[src/hw/rtl/assert_macros.svh]
// Assertion helpers, included by md5_hash_engine.sv.
`ifndef ASSERT_MACROS_SVH
`define ASSERT_MACROS_SVH

// Checks a property at every rising clock edge outside reset.
`define ASSERT_CLK(label, clk, rst, prop, msg) \
   label: assert property (@(posedge clk) disable iff (rst) prop) else $error(msg);

// Checks an implication from one cycle into the next.
`define ASSERT_NEXT(label, clk, rst, cond, prop, msg) \
   label: assert property (@(posedge clk) disable iff (rst) (cond) |=> (prop)) else $error(msg);

`endif

[src/hw/rtl/md5_pkg.sv]
`default_nettype none
package md5_pkg;

   localparam logic [31:0] IV_A = 32'h67452301;
   localparam logic [31:0] IV_B = 32'hefcdab89;
   localparam logic [31:0] IV_C = 32'h98badcfe;
   localparam logic [31:0] IV_D = 32'h10325476;

   localparam int QUEUE_DEPTH = 4;
   localparam int QPTR_W = $clog2(QUEUE_DEPTH);

   localparam logic [2:0] COUNT_FULL = 3'd4;
   localparam logic [5:0] LEN_OFFSET = 6'd56;
   localparam logic [5:0] LAST_STEP = 6'd63;
   localparam logic [1:0] LAST_INDEX = 2'd3;

   localparam logic [31:0] MD5_K [64] = '{
      32'hd76aa478, 32'he8c7b756, 32'h242070db, 32'hc1bdceee,
      32'hf57c0faf, 32'h4787c62a, 32'ha8304613, 32'hfd469501,
      32'h698098d8, 32'h8b44f7af, 32'hffff5bb1, 32'h895cd7be,
      32'h6b901122, 32'hfd987193, 32'ha679438e, 32'h49b40821,
      32'hf61e2562, 32'hc040b340, 32'h265e5a51, 32'he9b6c7aa,
      32'hd62f105d, 32'h02441453, 32'hd8a1e681, 32'he7d3fbc8,
      32'h21e1cde6, 32'hc33707d6, 32'hf4d50d87, 32'h455a14ed,
      32'ha9e3e905, 32'hfcefa3f8, 32'h676f02d9, 32'h8d2a4c8a,
      32'hfffa3942, 32'h8771f681, 32'h6d9d6122, 32'hfde5380c,
      32'ha4beea44, 32'h4bdecfa9, 32'hf6bb4b60, 32'hbebfbc70,
      32'h289b7ec6, 32'heaa127fa, 32'hd4ef3085, 32'h04881d05,
      32'hd9d4d039, 32'he6db99e5, 32'h1fa27cf8, 32'hc4ac5665,
      32'hf4292244, 32'h432aff97, 32'hab9423f7, 32'hfc93a039,
      32'h655b59c3, 32'h8f0ccc92, 32'hffeff47d, 32'h85845dd1,
      32'h6fa87e4f, 32'hfe2ce6e0, 32'ha3014314, 32'h4e0811a1,
      32'hf7537e82, 32'hbd3af235, 32'h2ad7d2bb, 32'heb86d391
   };

   function automatic logic [4:0] md5_rot(input logic [1:0] rnd, input logic [1:0] sub);
      logic [4:0] r;
      r = 5'd7;
      unique case ({rnd, sub})
         4'h0: r = 5'd7;   4'h1: r = 5'd12;  4'h2: r = 5'd17;  4'h3: r = 5'd22;
         4'h4: r = 5'd5;   4'h5: r = 5'd9;   4'h6: r = 5'd14;  4'h7: r = 5'd20;
         4'h8: r = 5'd4;   4'h9: r = 5'd11;  4'hA: r = 5'd16;  4'hB: r = 5'd23;
         4'hC: r = 5'd6;   4'hD: r = 5'd10;  4'hE: r = 5'd15;  4'hF: r = 5'd21;
         default: r = 5'd7;
      endcase
      return r;
   endfunction

   typedef struct packed {
      logic [31:0] data;
      logic [2:0]  cnt;
      logic        last;
   } item_type;

   typedef enum logic [2:0] {
      ST_IDLE, ST_BYTE, ST_COMP, ST_ADD, ST_OUT
   } state_type;

   typedef enum logic [1:0] {
      PH_DATA, PH_PAD80, PH_ZERO, PH_LEN
   } phase_type;

endpackage
`default_nettype wire

[src/hw/rtl/md5_front.sv]
`default_nettype none
module md5_front (
   input  wire logic             clock,
   input  wire logic             reset,
   input  wire logic             req_valid,
   output logic                  req_stall,
   input  wire logic [31:0]      req_data_word,
   input  wire logic [2:0]       req_byte_count,
   input  wire logic             req_last_item,
   output logic                  q_valid,
   output md5_pkg::item_type     q_item,
   input  wire logic             q_pop
);
   import md5_pkg::*;

   item_type                store_ff [QUEUE_DEPTH];
   logic [QPTR_W-1:0]       wptr_ff, wptr_in, rptr_ff, rptr_in;
   logic [QPTR_W:0]         fill_ff, fill_in;
   logic                    push;
   item_type                item_new;

   // Counts above four are taken as a full word.
   always_comb begin
      item_new.data = req_data_word;
      item_new.cnt  = (req_byte_count > COUNT_FULL) ? COUNT_FULL : req_byte_count;
      item_new.last = req_last_item;
   end

   assign req_stall = (fill_ff == (QPTR_W+1)'(QUEUE_DEPTH));
   assign push      = req_valid && !req_stall;
   assign q_valid   = (fill_ff != '0);
   assign q_item    = store_ff[rptr_ff];

   always_comb begin
      wptr_in = push ? wptr_ff + 1'b1 : wptr_ff;
      rptr_in = q_pop ? rptr_ff + 1'b1 : rptr_ff;
      fill_in = fill_ff + (QPTR_W+1)'(push) - (QPTR_W+1)'(q_pop);
   end

   always_ff @(posedge clock) begin
      if (reset) begin
         wptr_ff <= '0;
         rptr_ff <= '0;
         fill_ff <= '0;
      end else begin
         wptr_ff <= wptr_in;
         rptr_ff <= rptr_in;
         fill_ff <= fill_in;
      end
   end

   always_ff @(posedge clock) begin
      if (push) begin
         store_ff[wptr_ff] <= item_new;
      end
   end

endmodule
`default_nettype wire

[src/hw/rtl/md5_back.sv]
`default_nettype none
module md5_back (
   input  wire logic            clock,
   input  wire logic            reset,
   input  wire logic            q_valid,
   input  wire md5_pkg::item_type q_item,
   output logic                 q_pop,
   output logic                 rsp_valid,
   input  wire logic            rsp_stall,
   output logic [31:0]          rsp_digest_word,
   output logic [1:0]           rsp_word_index,
   output logic                 rsp_last_word
);
   import md5_pkg::*;

   state_type    state_ff, state_in;
   phase_type    phase_ff, phase_in;
   logic [5:0]   pos_ff;
   logic [63:0]  bits_ff;
   logic [31:0]  data_ff;
   logic [2:0]   rem_ff;
   logic         last_ff;
   logic [5:0]   step_ff;
   logic [31:0]  a_ff, b_ff, c_ff, d_ff;
   logic [31:0]  cv_ff [4];
   logic [31:0]  buf_ff [16];
   logic [1:0]   oidx_ff;

   logic         put_en, word_en, wrap, out_take;
   logic [7:0]   put_byte;
   logic [5:0]   pos_adv;
   logic [1:0]   rnd;
   logic [3:0]   g;
   logic [31:0]  f, sum;
   logic [63:0]  rot_wide;
   logic [31:0]  b_new;

   assign out_take = (state_ff == ST_OUT) && !rsp_stall;
   assign pos_adv  = word_en ? pos_ff + 6'd4 : pos_ff + 6'd1;
   assign wrap     = (put_en || word_en) && (pos_adv == 6'd0);

   // One MD5 step per cycle.
   always_comb begin
      rnd = step_ff[5:4];
      unique case (rnd)
         2'd0: begin
            f = (b_ff & c_ff) | (~b_ff & d_ff);
            g = step_ff[3:0];
         end
         2'd1: begin
            f = (b_ff & d_ff) | (c_ff & ~d_ff);
            g = step_ff[3:0] * 4'd5 + 4'd1;
         end
         2'd2: begin
            f = b_ff ^ c_ff ^ d_ff;
            g = step_ff[3:0] * 4'd3 + 4'd5;
         end
         default: begin
            f = c_ff ^ (b_ff | ~d_ff);
            g = step_ff[3:0] * 4'd7;
         end
      endcase
      sum      = a_ff + f + buf_ff[g] + MD5_K[step_ff];
      rot_wide = {32'd0, sum} << md5_rot(rnd, step_ff[1:0]);
      b_new    = b_ff + (rot_wide[31:0] | rot_wide[63:32]);
   end

   // Control outputs of the sequencer.
   always_comb begin
      q_pop    = 1'b0;
      put_en   = 1'b0;
      word_en  = 1'b0;
      put_byte = 8'd0;
      phase_in = phase_ff;
      unique case (state_ff)
         ST_IDLE: begin
            q_pop = q_valid;
            if (q_valid) begin
               phase_in = PH_DATA;
            end
         end
         ST_BYTE: begin
            unique case (phase_ff)
               PH_DATA: begin
                  if (rem_ff == 3'd0) begin
                     if (last_ff) begin
                        phase_in = PH_PAD80;
                     end
                  end else if (pos_ff[1:0] == 2'd0 && rem_ff == COUNT_FULL) begin
                     word_en = 1'b1;
                  end else begin
                     put_en   = 1'b1;
                     put_byte = data_ff[7:0];
                  end
               end
               PH_PAD80: begin
                  put_en   = 1'b1;
                  put_byte = 8'h80;
                  phase_in = PH_ZERO;
               end
               PH_ZERO: begin
                  if (pos_ff == LEN_OFFSET) begin
                     phase_in = PH_LEN;
                  end else begin
                     put_en = 1'b1;
                  end
               end
               default: begin
                  put_en   = 1'b1;
                  put_byte = bits_ff[{pos_ff[2:0], 3'b000} +: 8];
               end
            endcase
         end
         default: begin
         end
      endcase
   end

   // Next state.
   always_comb begin
      state_in = state_ff;
      unique case (state_ff)
         ST_IDLE: begin
            if (q_valid) begin
               state_in = ST_BYTE;
            end
         end
         ST_BYTE: begin
            if (wrap) begin
               state_in = ST_COMP;
            end else if (phase_ff == PH_DATA && rem_ff == 3'd0 && !last_ff) begin
               state_in = ST_IDLE;
            end
         end
         ST_COMP: begin
            if (step_ff == LAST_STEP) begin
               state_in = ST_ADD;
            end
         end
         ST_ADD: begin
            state_in = (phase_ff == PH_LEN) ? ST_OUT : ST_BYTE;
         end
         default: begin
            if (out_take && oidx_ff == LAST_INDEX) begin
               state_in = ST_IDLE;
            end
         end
      endcase
   end

   always_ff @(posedge clock) begin
      if (reset) begin
         state_ff <= ST_IDLE;
         phase_ff <= PH_DATA;
         pos_ff   <= '0;
         bits_ff  <= '0;
         oidx_ff  <= '0;
         cv_ff[0] <= IV_A;
         cv_ff[1] <= IV_B;
         cv_ff[2] <= IV_C;
         cv_ff[3] <= IV_D;
      end else begin
         state_ff <= state_in;
         phase_ff <= phase_in;
         if (word_en) begin
            bits_ff <= bits_ff + 64'd32;
         end else if (put_en && phase_ff == PH_DATA) begin
            bits_ff <= bits_ff + 64'd8;
         end
         if (put_en || word_en) begin
            pos_ff <= pos_adv;
         end
         if (state_ff == ST_ADD) begin
            cv_ff[0] <= cv_ff[0] + a_ff;
            cv_ff[1] <= cv_ff[1] + b_ff;
            cv_ff[2] <= cv_ff[2] + c_ff;
            cv_ff[3] <= cv_ff[3] + d_ff;
         end
         if (out_take) begin
            oidx_ff <= oidx_ff + 2'd1;
            if (oidx_ff == LAST_INDEX) begin
               cv_ff[0] <= IV_A;
               cv_ff[1] <= IV_B;
               cv_ff[2] <= IV_C;
               cv_ff[3] <= IV_D;
               pos_ff   <= '0;
               bits_ff  <= '0;
            end
         end
      end
   end

   always_ff @(posedge clock) begin
      if (q_pop) begin
         data_ff <= q_item.data;
         rem_ff  <= q_item.cnt;
         last_ff <= q_item.last;
      end else if (word_en) begin
         rem_ff <= 3'd0;
      end else if (put_en && phase_ff == PH_DATA) begin
         data_ff <= {8'd0, data_ff[31:8]};
         rem_ff  <= rem_ff - 3'd1;
      end
      if (wrap) begin
         a_ff    <= cv_ff[0];
         b_ff    <= cv_ff[1];
         c_ff    <= cv_ff[2];
         d_ff    <= cv_ff[3];
         step_ff <= '0;
      end else if (state_ff == ST_COMP) begin
         a_ff    <= d_ff;
         d_ff    <= c_ff;
         c_ff    <= b_ff;
         b_ff    <= b_new;
         step_ff <= step_ff + 6'd1;
      end
   end

   // Block buffer; a word's first byte clears its upper bytes.
   always_ff @(posedge clock) begin
      if (word_en) begin
         buf_ff[pos_ff[5:2]] <= data_ff;
      end else if (put_en) begin
         if (pos_ff[1:0] == 2'd0) begin
            buf_ff[pos_ff[5:2]] <= {24'd0, put_byte};
         end else begin
            buf_ff[pos_ff[5:2]][{pos_ff[1:0], 3'b000} +: 8] <= put_byte;
         end
      end
   end

   assign rsp_valid       = (state_ff == ST_OUT);
   assign rsp_digest_word = cv_ff[oidx_ff];
   assign rsp_word_index  = oidx_ff;
   assign rsp_last_word   = (oidx_ff == LAST_INDEX);

endmodule
`default_nettype wire

[src/hw/rtl/md5_hash_engine.sv]
// An item waits in a four-entry queue; it is then fetched, its bytes are written one at a
// time, or as a single full word on a word boundary, and a closing step follows.
// Each completed 64-byte block runs through the compression unit in 64 steps and one add.
// On the last item, padding is written byte by byte plus compressions; the four digest
// words then leave one per accepted cycle. New items queue while the back end is busy.
// Synchronous active-high reset loads the initial chaining values and empties the queue.
`default_nettype none
`include "assert_macros.svh"
module md5_hash_engine (
   input  wire logic        clock,
   input  wire logic        reset,
   input  wire logic        req_valid,
   output logic             req_stall,
   input  wire logic [31:0] req_data_word,
   input  wire logic [2:0]  req_byte_count,
   input  wire logic        req_last_item,
   output logic             rsp_valid,
   input  wire logic        rsp_stall,
   output logic [31:0]      rsp_digest_word,
   output logic [1:0]       rsp_word_index,
   output logic             rsp_last_word
);
   import md5_pkg::*;

   // The front end clamps the byte count and queues each item, so the
   // input keeps flowing while the back end compresses a block, until the queue is full.
   logic     q_valid;
   logic     q_pop;
   item_type q_item;

   md5_front u_front (
      .clock          (clock),
      .reset          (reset),
      .req_valid      (req_valid),
      .req_stall      (req_stall),
      .req_data_word  (req_data_word),
      .req_byte_count (req_byte_count),
      .req_last_item  (req_last_item),
      .q_valid        (q_valid),
      .q_item         (q_item),
      .q_pop          (q_pop)
   );

   // The back end packs bytes into the block buffer, pads the message,
   // runs one MD5 step per cycle and hands out the digest.
   md5_back u_back (
      .clock           (clock),
      .reset           (reset),
      .q_valid         (q_valid),
      .q_item          (q_item),
      .q_pop           (q_pop),
      .rsp_valid       (rsp_valid),
      .rsp_stall       (rsp_stall),
      .rsp_digest_word (rsp_digest_word),
      .rsp_word_index  (rsp_word_index),
      .rsp_last_word   (rsp_last_word)
   );

   // The digest words leave in order A, B, C, D without gaps.
   `ASSERT_NEXT(a_index_steps, clock, reset, rsp_valid && !rsp_stall && !rsp_last_word, rsp_valid && rsp_word_index == $past(rsp_word_index) + 2'd1, "digest index did not advance")
   // After word D is taken the engine is back to collecting input.
   `ASSERT_NEXT(a_done_idle, clock, reset, rsp_valid && !rsp_stall && rsp_last_word, !rsp_valid, "result still shown after word D")
   // A result sequence always starts with word A.
   `ASSERT_CLK(a_start_a, clock, reset, $rose(rsp_valid) |-> rsp_word_index == 2'd0, "digest did not start at word A")
   // The back end takes an item only from a queue that holds one.
   `ASSERT_CLK(a_queue_flow, clock, reset, q_pop |-> q_valid, "pop from an empty queue")

endmodule
`default_nettype wire
[config.mk]
export PLATFORM = sky130hd
export DESIGN_NAME = md5_hash_engine
export DESIGN_NICKNAME = d
export VERILOG_FILES = /design/src/hw/rtl/md5_pkg.sv /design/src/hw/rtl/md5_front.sv /design/src/hw/rtl/md5_back.sv /design/src/hw/rtl/md5_hash_engine.sv
export VERILOG_INCLUDE_DIRS = /design/src /design/src/hw/rtl
export SDC_FILE = /design/constraint.sdc
export NUM_CORES = 2
export LEC_CHECK = 0
export BUFFER_PORTS_ARGS = -buffer_cell sky130_fd_sc_hd__buf_2
export CAP_MARGIN = 20
export CORE_ASPECT_RATIO = 1.5
export CORE_UTILIZATION = 55
export CTS_BUF_LIST = sky130_fd_sc_hd__clkbuf_8 sky130_fd_sc_hd__clkbuf_16
export DETAILED_ROUTE_END_ITERATION = 8
export GPL_ROUTABILITY_DRIVEN = 1
export PLACE_DENSITY_LB_ADDON = 0.05
export SYNTH_ARGS = -nofsm -noshare
export SYNTH_HDL_FRONTEND = slang
export SYNTH_SLANG_ARGS = --single-unit
[constraint.sdc]
create_clock -name clock -period 25 [get_ports clock]
set_clock_uncertainty 0.05 [all_clocks]
set_input_delay 0 -clock clock [delete_from_list [all_inputs] [get_ports clock]]
set_output_delay 0 -clock clock [all_outputs]
set_load 0.1 [all_outputs]
==> results by group <==
Floorplan
  • Initial Util: 55.7%
  • Chip Width: 271 um
  • Rows: 147
  • Core Footprint: 0.107 mm2
  • # IOs: 77
  • Die area: 0.110 mm2
  • Chip Height: 406 um

Layout
  • Area Overhead vs Synth: 9.94%
  • Nets@finish: 5613
  • Antenna Cells: 0
  • Footprint of the multi-input gates: 0.0280 mm2
  • Share of cells above drive strength 1: 13.4%
  • Sequential cell area: 0.0298 mm2
  • Filler instances: 8644
  • Layout Cells excl Fill: 6754

Global route
  • Initial antenna violation count: 3
  • First-pass GRT wire length: 268000 um
  • Vias in the first global route: 42100
  • Overall routing resource usage: 33.2%
  • Overflow after GRT: 0
  • Largest net degree at the start of global routing: 126

Synth
  • Yosys cell types: 90
  • Post-Synth Adder-Cell Area: 8.08%
  • Largest family of logic cells by synthesized area: multiplexers
  • Post-Synth Simple-Gate Area: 10.7%
  • Synth top area cells: edfxtp_1 44%, mux4_2 8.4%, dfxtp_1 5.4%
  • #FFs+latches synth: 1044
  • Mux contribution to synthesized area: 12.0%
  • Post-synth top area share: 44.5%
  • Largest area contributor in the netlist: edfxtp_1
  • Syn Nets: 5539
  • EDFF count, synth: 884
  • Netlist Area Pre-Place: 0.0597 mm2
  • Syn avg cell area: 11.5 um2
  • Async S/R FF share, synth: 0%
  • Xor/xnor cell area share of the yosys netlist: 3.98%
  • Cells after Synth: 5182
  • Synth Flop Type: edfxtp_1
  • Yosys warns: 0
  • Compound-Gate Fraction of Synth Area: 12.0%
  • Seq/Total Area, Yosys: 49.8%

Setup path
  • CP Data Required Time: 25.42 ns
  • Cell with the largest stage delay on the worst path: buf_4
  • CP Max Fanout: 43
  • Worst Setup End Kind: flip-flop
  • CP Launch Type: flip-flop
  • Most used cell, CP: a21oi_1
  • Worst Setup Path Type: flip-flop to flip-flop
  • Critical Path AT: 13.00 ns
  • Slowest stage delay, CP: 0.80 ns

Detailed routing
  • DR vias: 42600
  • Residual DRC: 0
  • Via density: 6.31
  • Routed WL: 183000 um
  • Avg WL per Cell: 27.1 um
  • Pre-Repair DR Iteration Count: 8
  • Routed Antenna Nets: 0
  • Detailed Route Iter0 Violations: 3632

Clocking
  • Skew-Pair Late Insertion Delay: 0.75 ns
  • CTS resizes: 0
  • Root Driver: clkbuf_16
  • Post-CTS Setup Bufs: 0
  • CTS Buf Count: 98
  • Clock buffer depth: 3
  • Clk sinks: 1044
  • Clock transition at path regs: 0.07 ns
  • H-tree depth: 3
  • CTS tree: done

STA
  • RSZ-0062 raised after global routing: false
  • Worst Max-Slew Pin Slew: 1.21 ns
  • Final period util: 50.3%
  • Worst Slack Setup Final: 12.42 ns
  • Minimum clock period: 12.58 ns
  • Setup violations, final: 0
  • FMAX: 79.5 MHz
  • Final slew viol count: 0
  • Final hold viol count: 0
  • Worst slew margin: 17.7%
  • Setup_tns: 0 ns

Placement
  • Post-DP HPWL: 133000 um
  • RD Place Congestion: 1.03
  • Port Buffers: 76
  • Placed Cells: 6489
  • Dpl ws: 12.41 ns

Status
  • Outcome: finished clean

Hold path
  • Min-delay worst type: input pin to flip-flop

Run
  • Maxcap violations: 0
cell usage after synthesis, types with 107 or more instances:
cell      count
a21oi_1     368
clkbuf_1    186
dfxtp_1     160
edfxtp_1    884
ha_1        244
inv_1       259
mux2i_1     107
mux4_2      223
nand2_1     570
nand3_1     118
nor2_1      382
o21ai_0     281
xnor2_1     125
xor2_1      139
per-layer routing:
metal  up-vias  track usage [%]  wire (um)
met5         -                0          0
met4         0             22.1      13500
met3       508             3.67       8510
met2      1509             61.4      97100
met1     21100             35.5      63700
li1      19500                -          -
sequential cells by signal, indices dropped and copies added (netlist names), 3 cells and up, named ones only:
| signal | cells |
|---|---|
| u_back.b_ff | 32 |
| u_back.bits_ff | 61 |
| u_back.buf_ff | 512 |
| u_back.rem_ff | 3 |
| u_back.c_ff | 32 |
| u_front.store_ff | 144 |
| u_back.data_ff | 32 |
| u_back.d_ff | 32 |
| u_back.pos_ff | 6 |
| u_back.state_ff | 3 |
| u_back.step_ff | 6 |
| u_front.fill_ff | 3 |
| u_back.cv_ff | 128 |
| u_back.a_ff | 32 |
worst paths after layout:
| path | slack [ns] | cells after the start | end | start |
|---|---|---|---|---|
| setup / recovery | 12.42 | 38 | u_back.b_ff[31]$_DFFE_PP_ | u_back.step_ff[0]$_SDFFE_PP0P_ |
| hold / removal | 0.13 | 3 | u_front.store_ff[3][1]$_DFFE_PP_ | req_byte_count[2] |
| setup reg to reg | 12.42 | 38 | u_back.b_ff[31]$_DFFE_PP_ | u_back.step_ff[0]$_SDFFE_PP0P_ |
| hold reg to reg | 0.44 | 2 | u_back.cv_ff[3][9]$_SDFFE_PP0P_ | u_back.cv_ff[3][9]$_SDFFE_PP0P_ |
through the flow:
step                util, %  hold WS, ns  area (um2)
floorplan                 -       0.0489       59700
global placement       57.4        0.162       61600
detailed placement     57.4        0.167       61600
CTS                    61.2       0.0861       65600
global route           61.2        0.154       65600
finish                 61.2        0.134       65600
worst max-delay path: cells and delay by family (launching register included):
kind	cells	cell delay, ns
adder cells (fa/ha/maj)	5	2.54
XOR/XNOR	2	0.53
multiplexers	7	2.14
AO/OA/AOI/OAI	17	4.96
AND/OR/NAND/NOR	2	0.41
flip-flops	1	0.31
buffers and inverters	5	1.38
cells in the final DEF, fill, tap and decap left out, drive strengths merged, types with 126 or more instances in the layout:
master    n
edfxtp  884
nand2   570
nor2    383
a21oi   368
o21ai   292
inv     286
ha      244
mux4    223
buf     165
dfxtp   160
xor2    139
xnor2   126
logic make-up after synthesis:
kind of cell / Yosys count
flip-flops: 1044
buffers and inverters: 529
AND/OR/NAND/NOR: 1428
adder cells (fa/ha/maj): 348
multiplexers: 426
AO/OA/AOI/OAI: 1140
XOR/XNOR: 267
timing repair:
item	CTS	global route
hold buffers	74	0
hold endpoints to repair	164	0
endpoints found under the setup margin	0	0
area by class of cell:
cell class / count / share of cell area [%]
Sequential cell: 1044 / 45.3
Inverter: 264 / 1.51
Tap cell: 1415 / 2.70
Timing Repair Buffer: 239 / 2.76
Multi-Input combinational cell: 3609 / 42.7
Clock buffer: 100 / 3.78
Clock inverter: 83 / 1.20
Power is not shown: default switching activity piles up to over one toggle a cycle in this logic, so the estimate is an artifact.
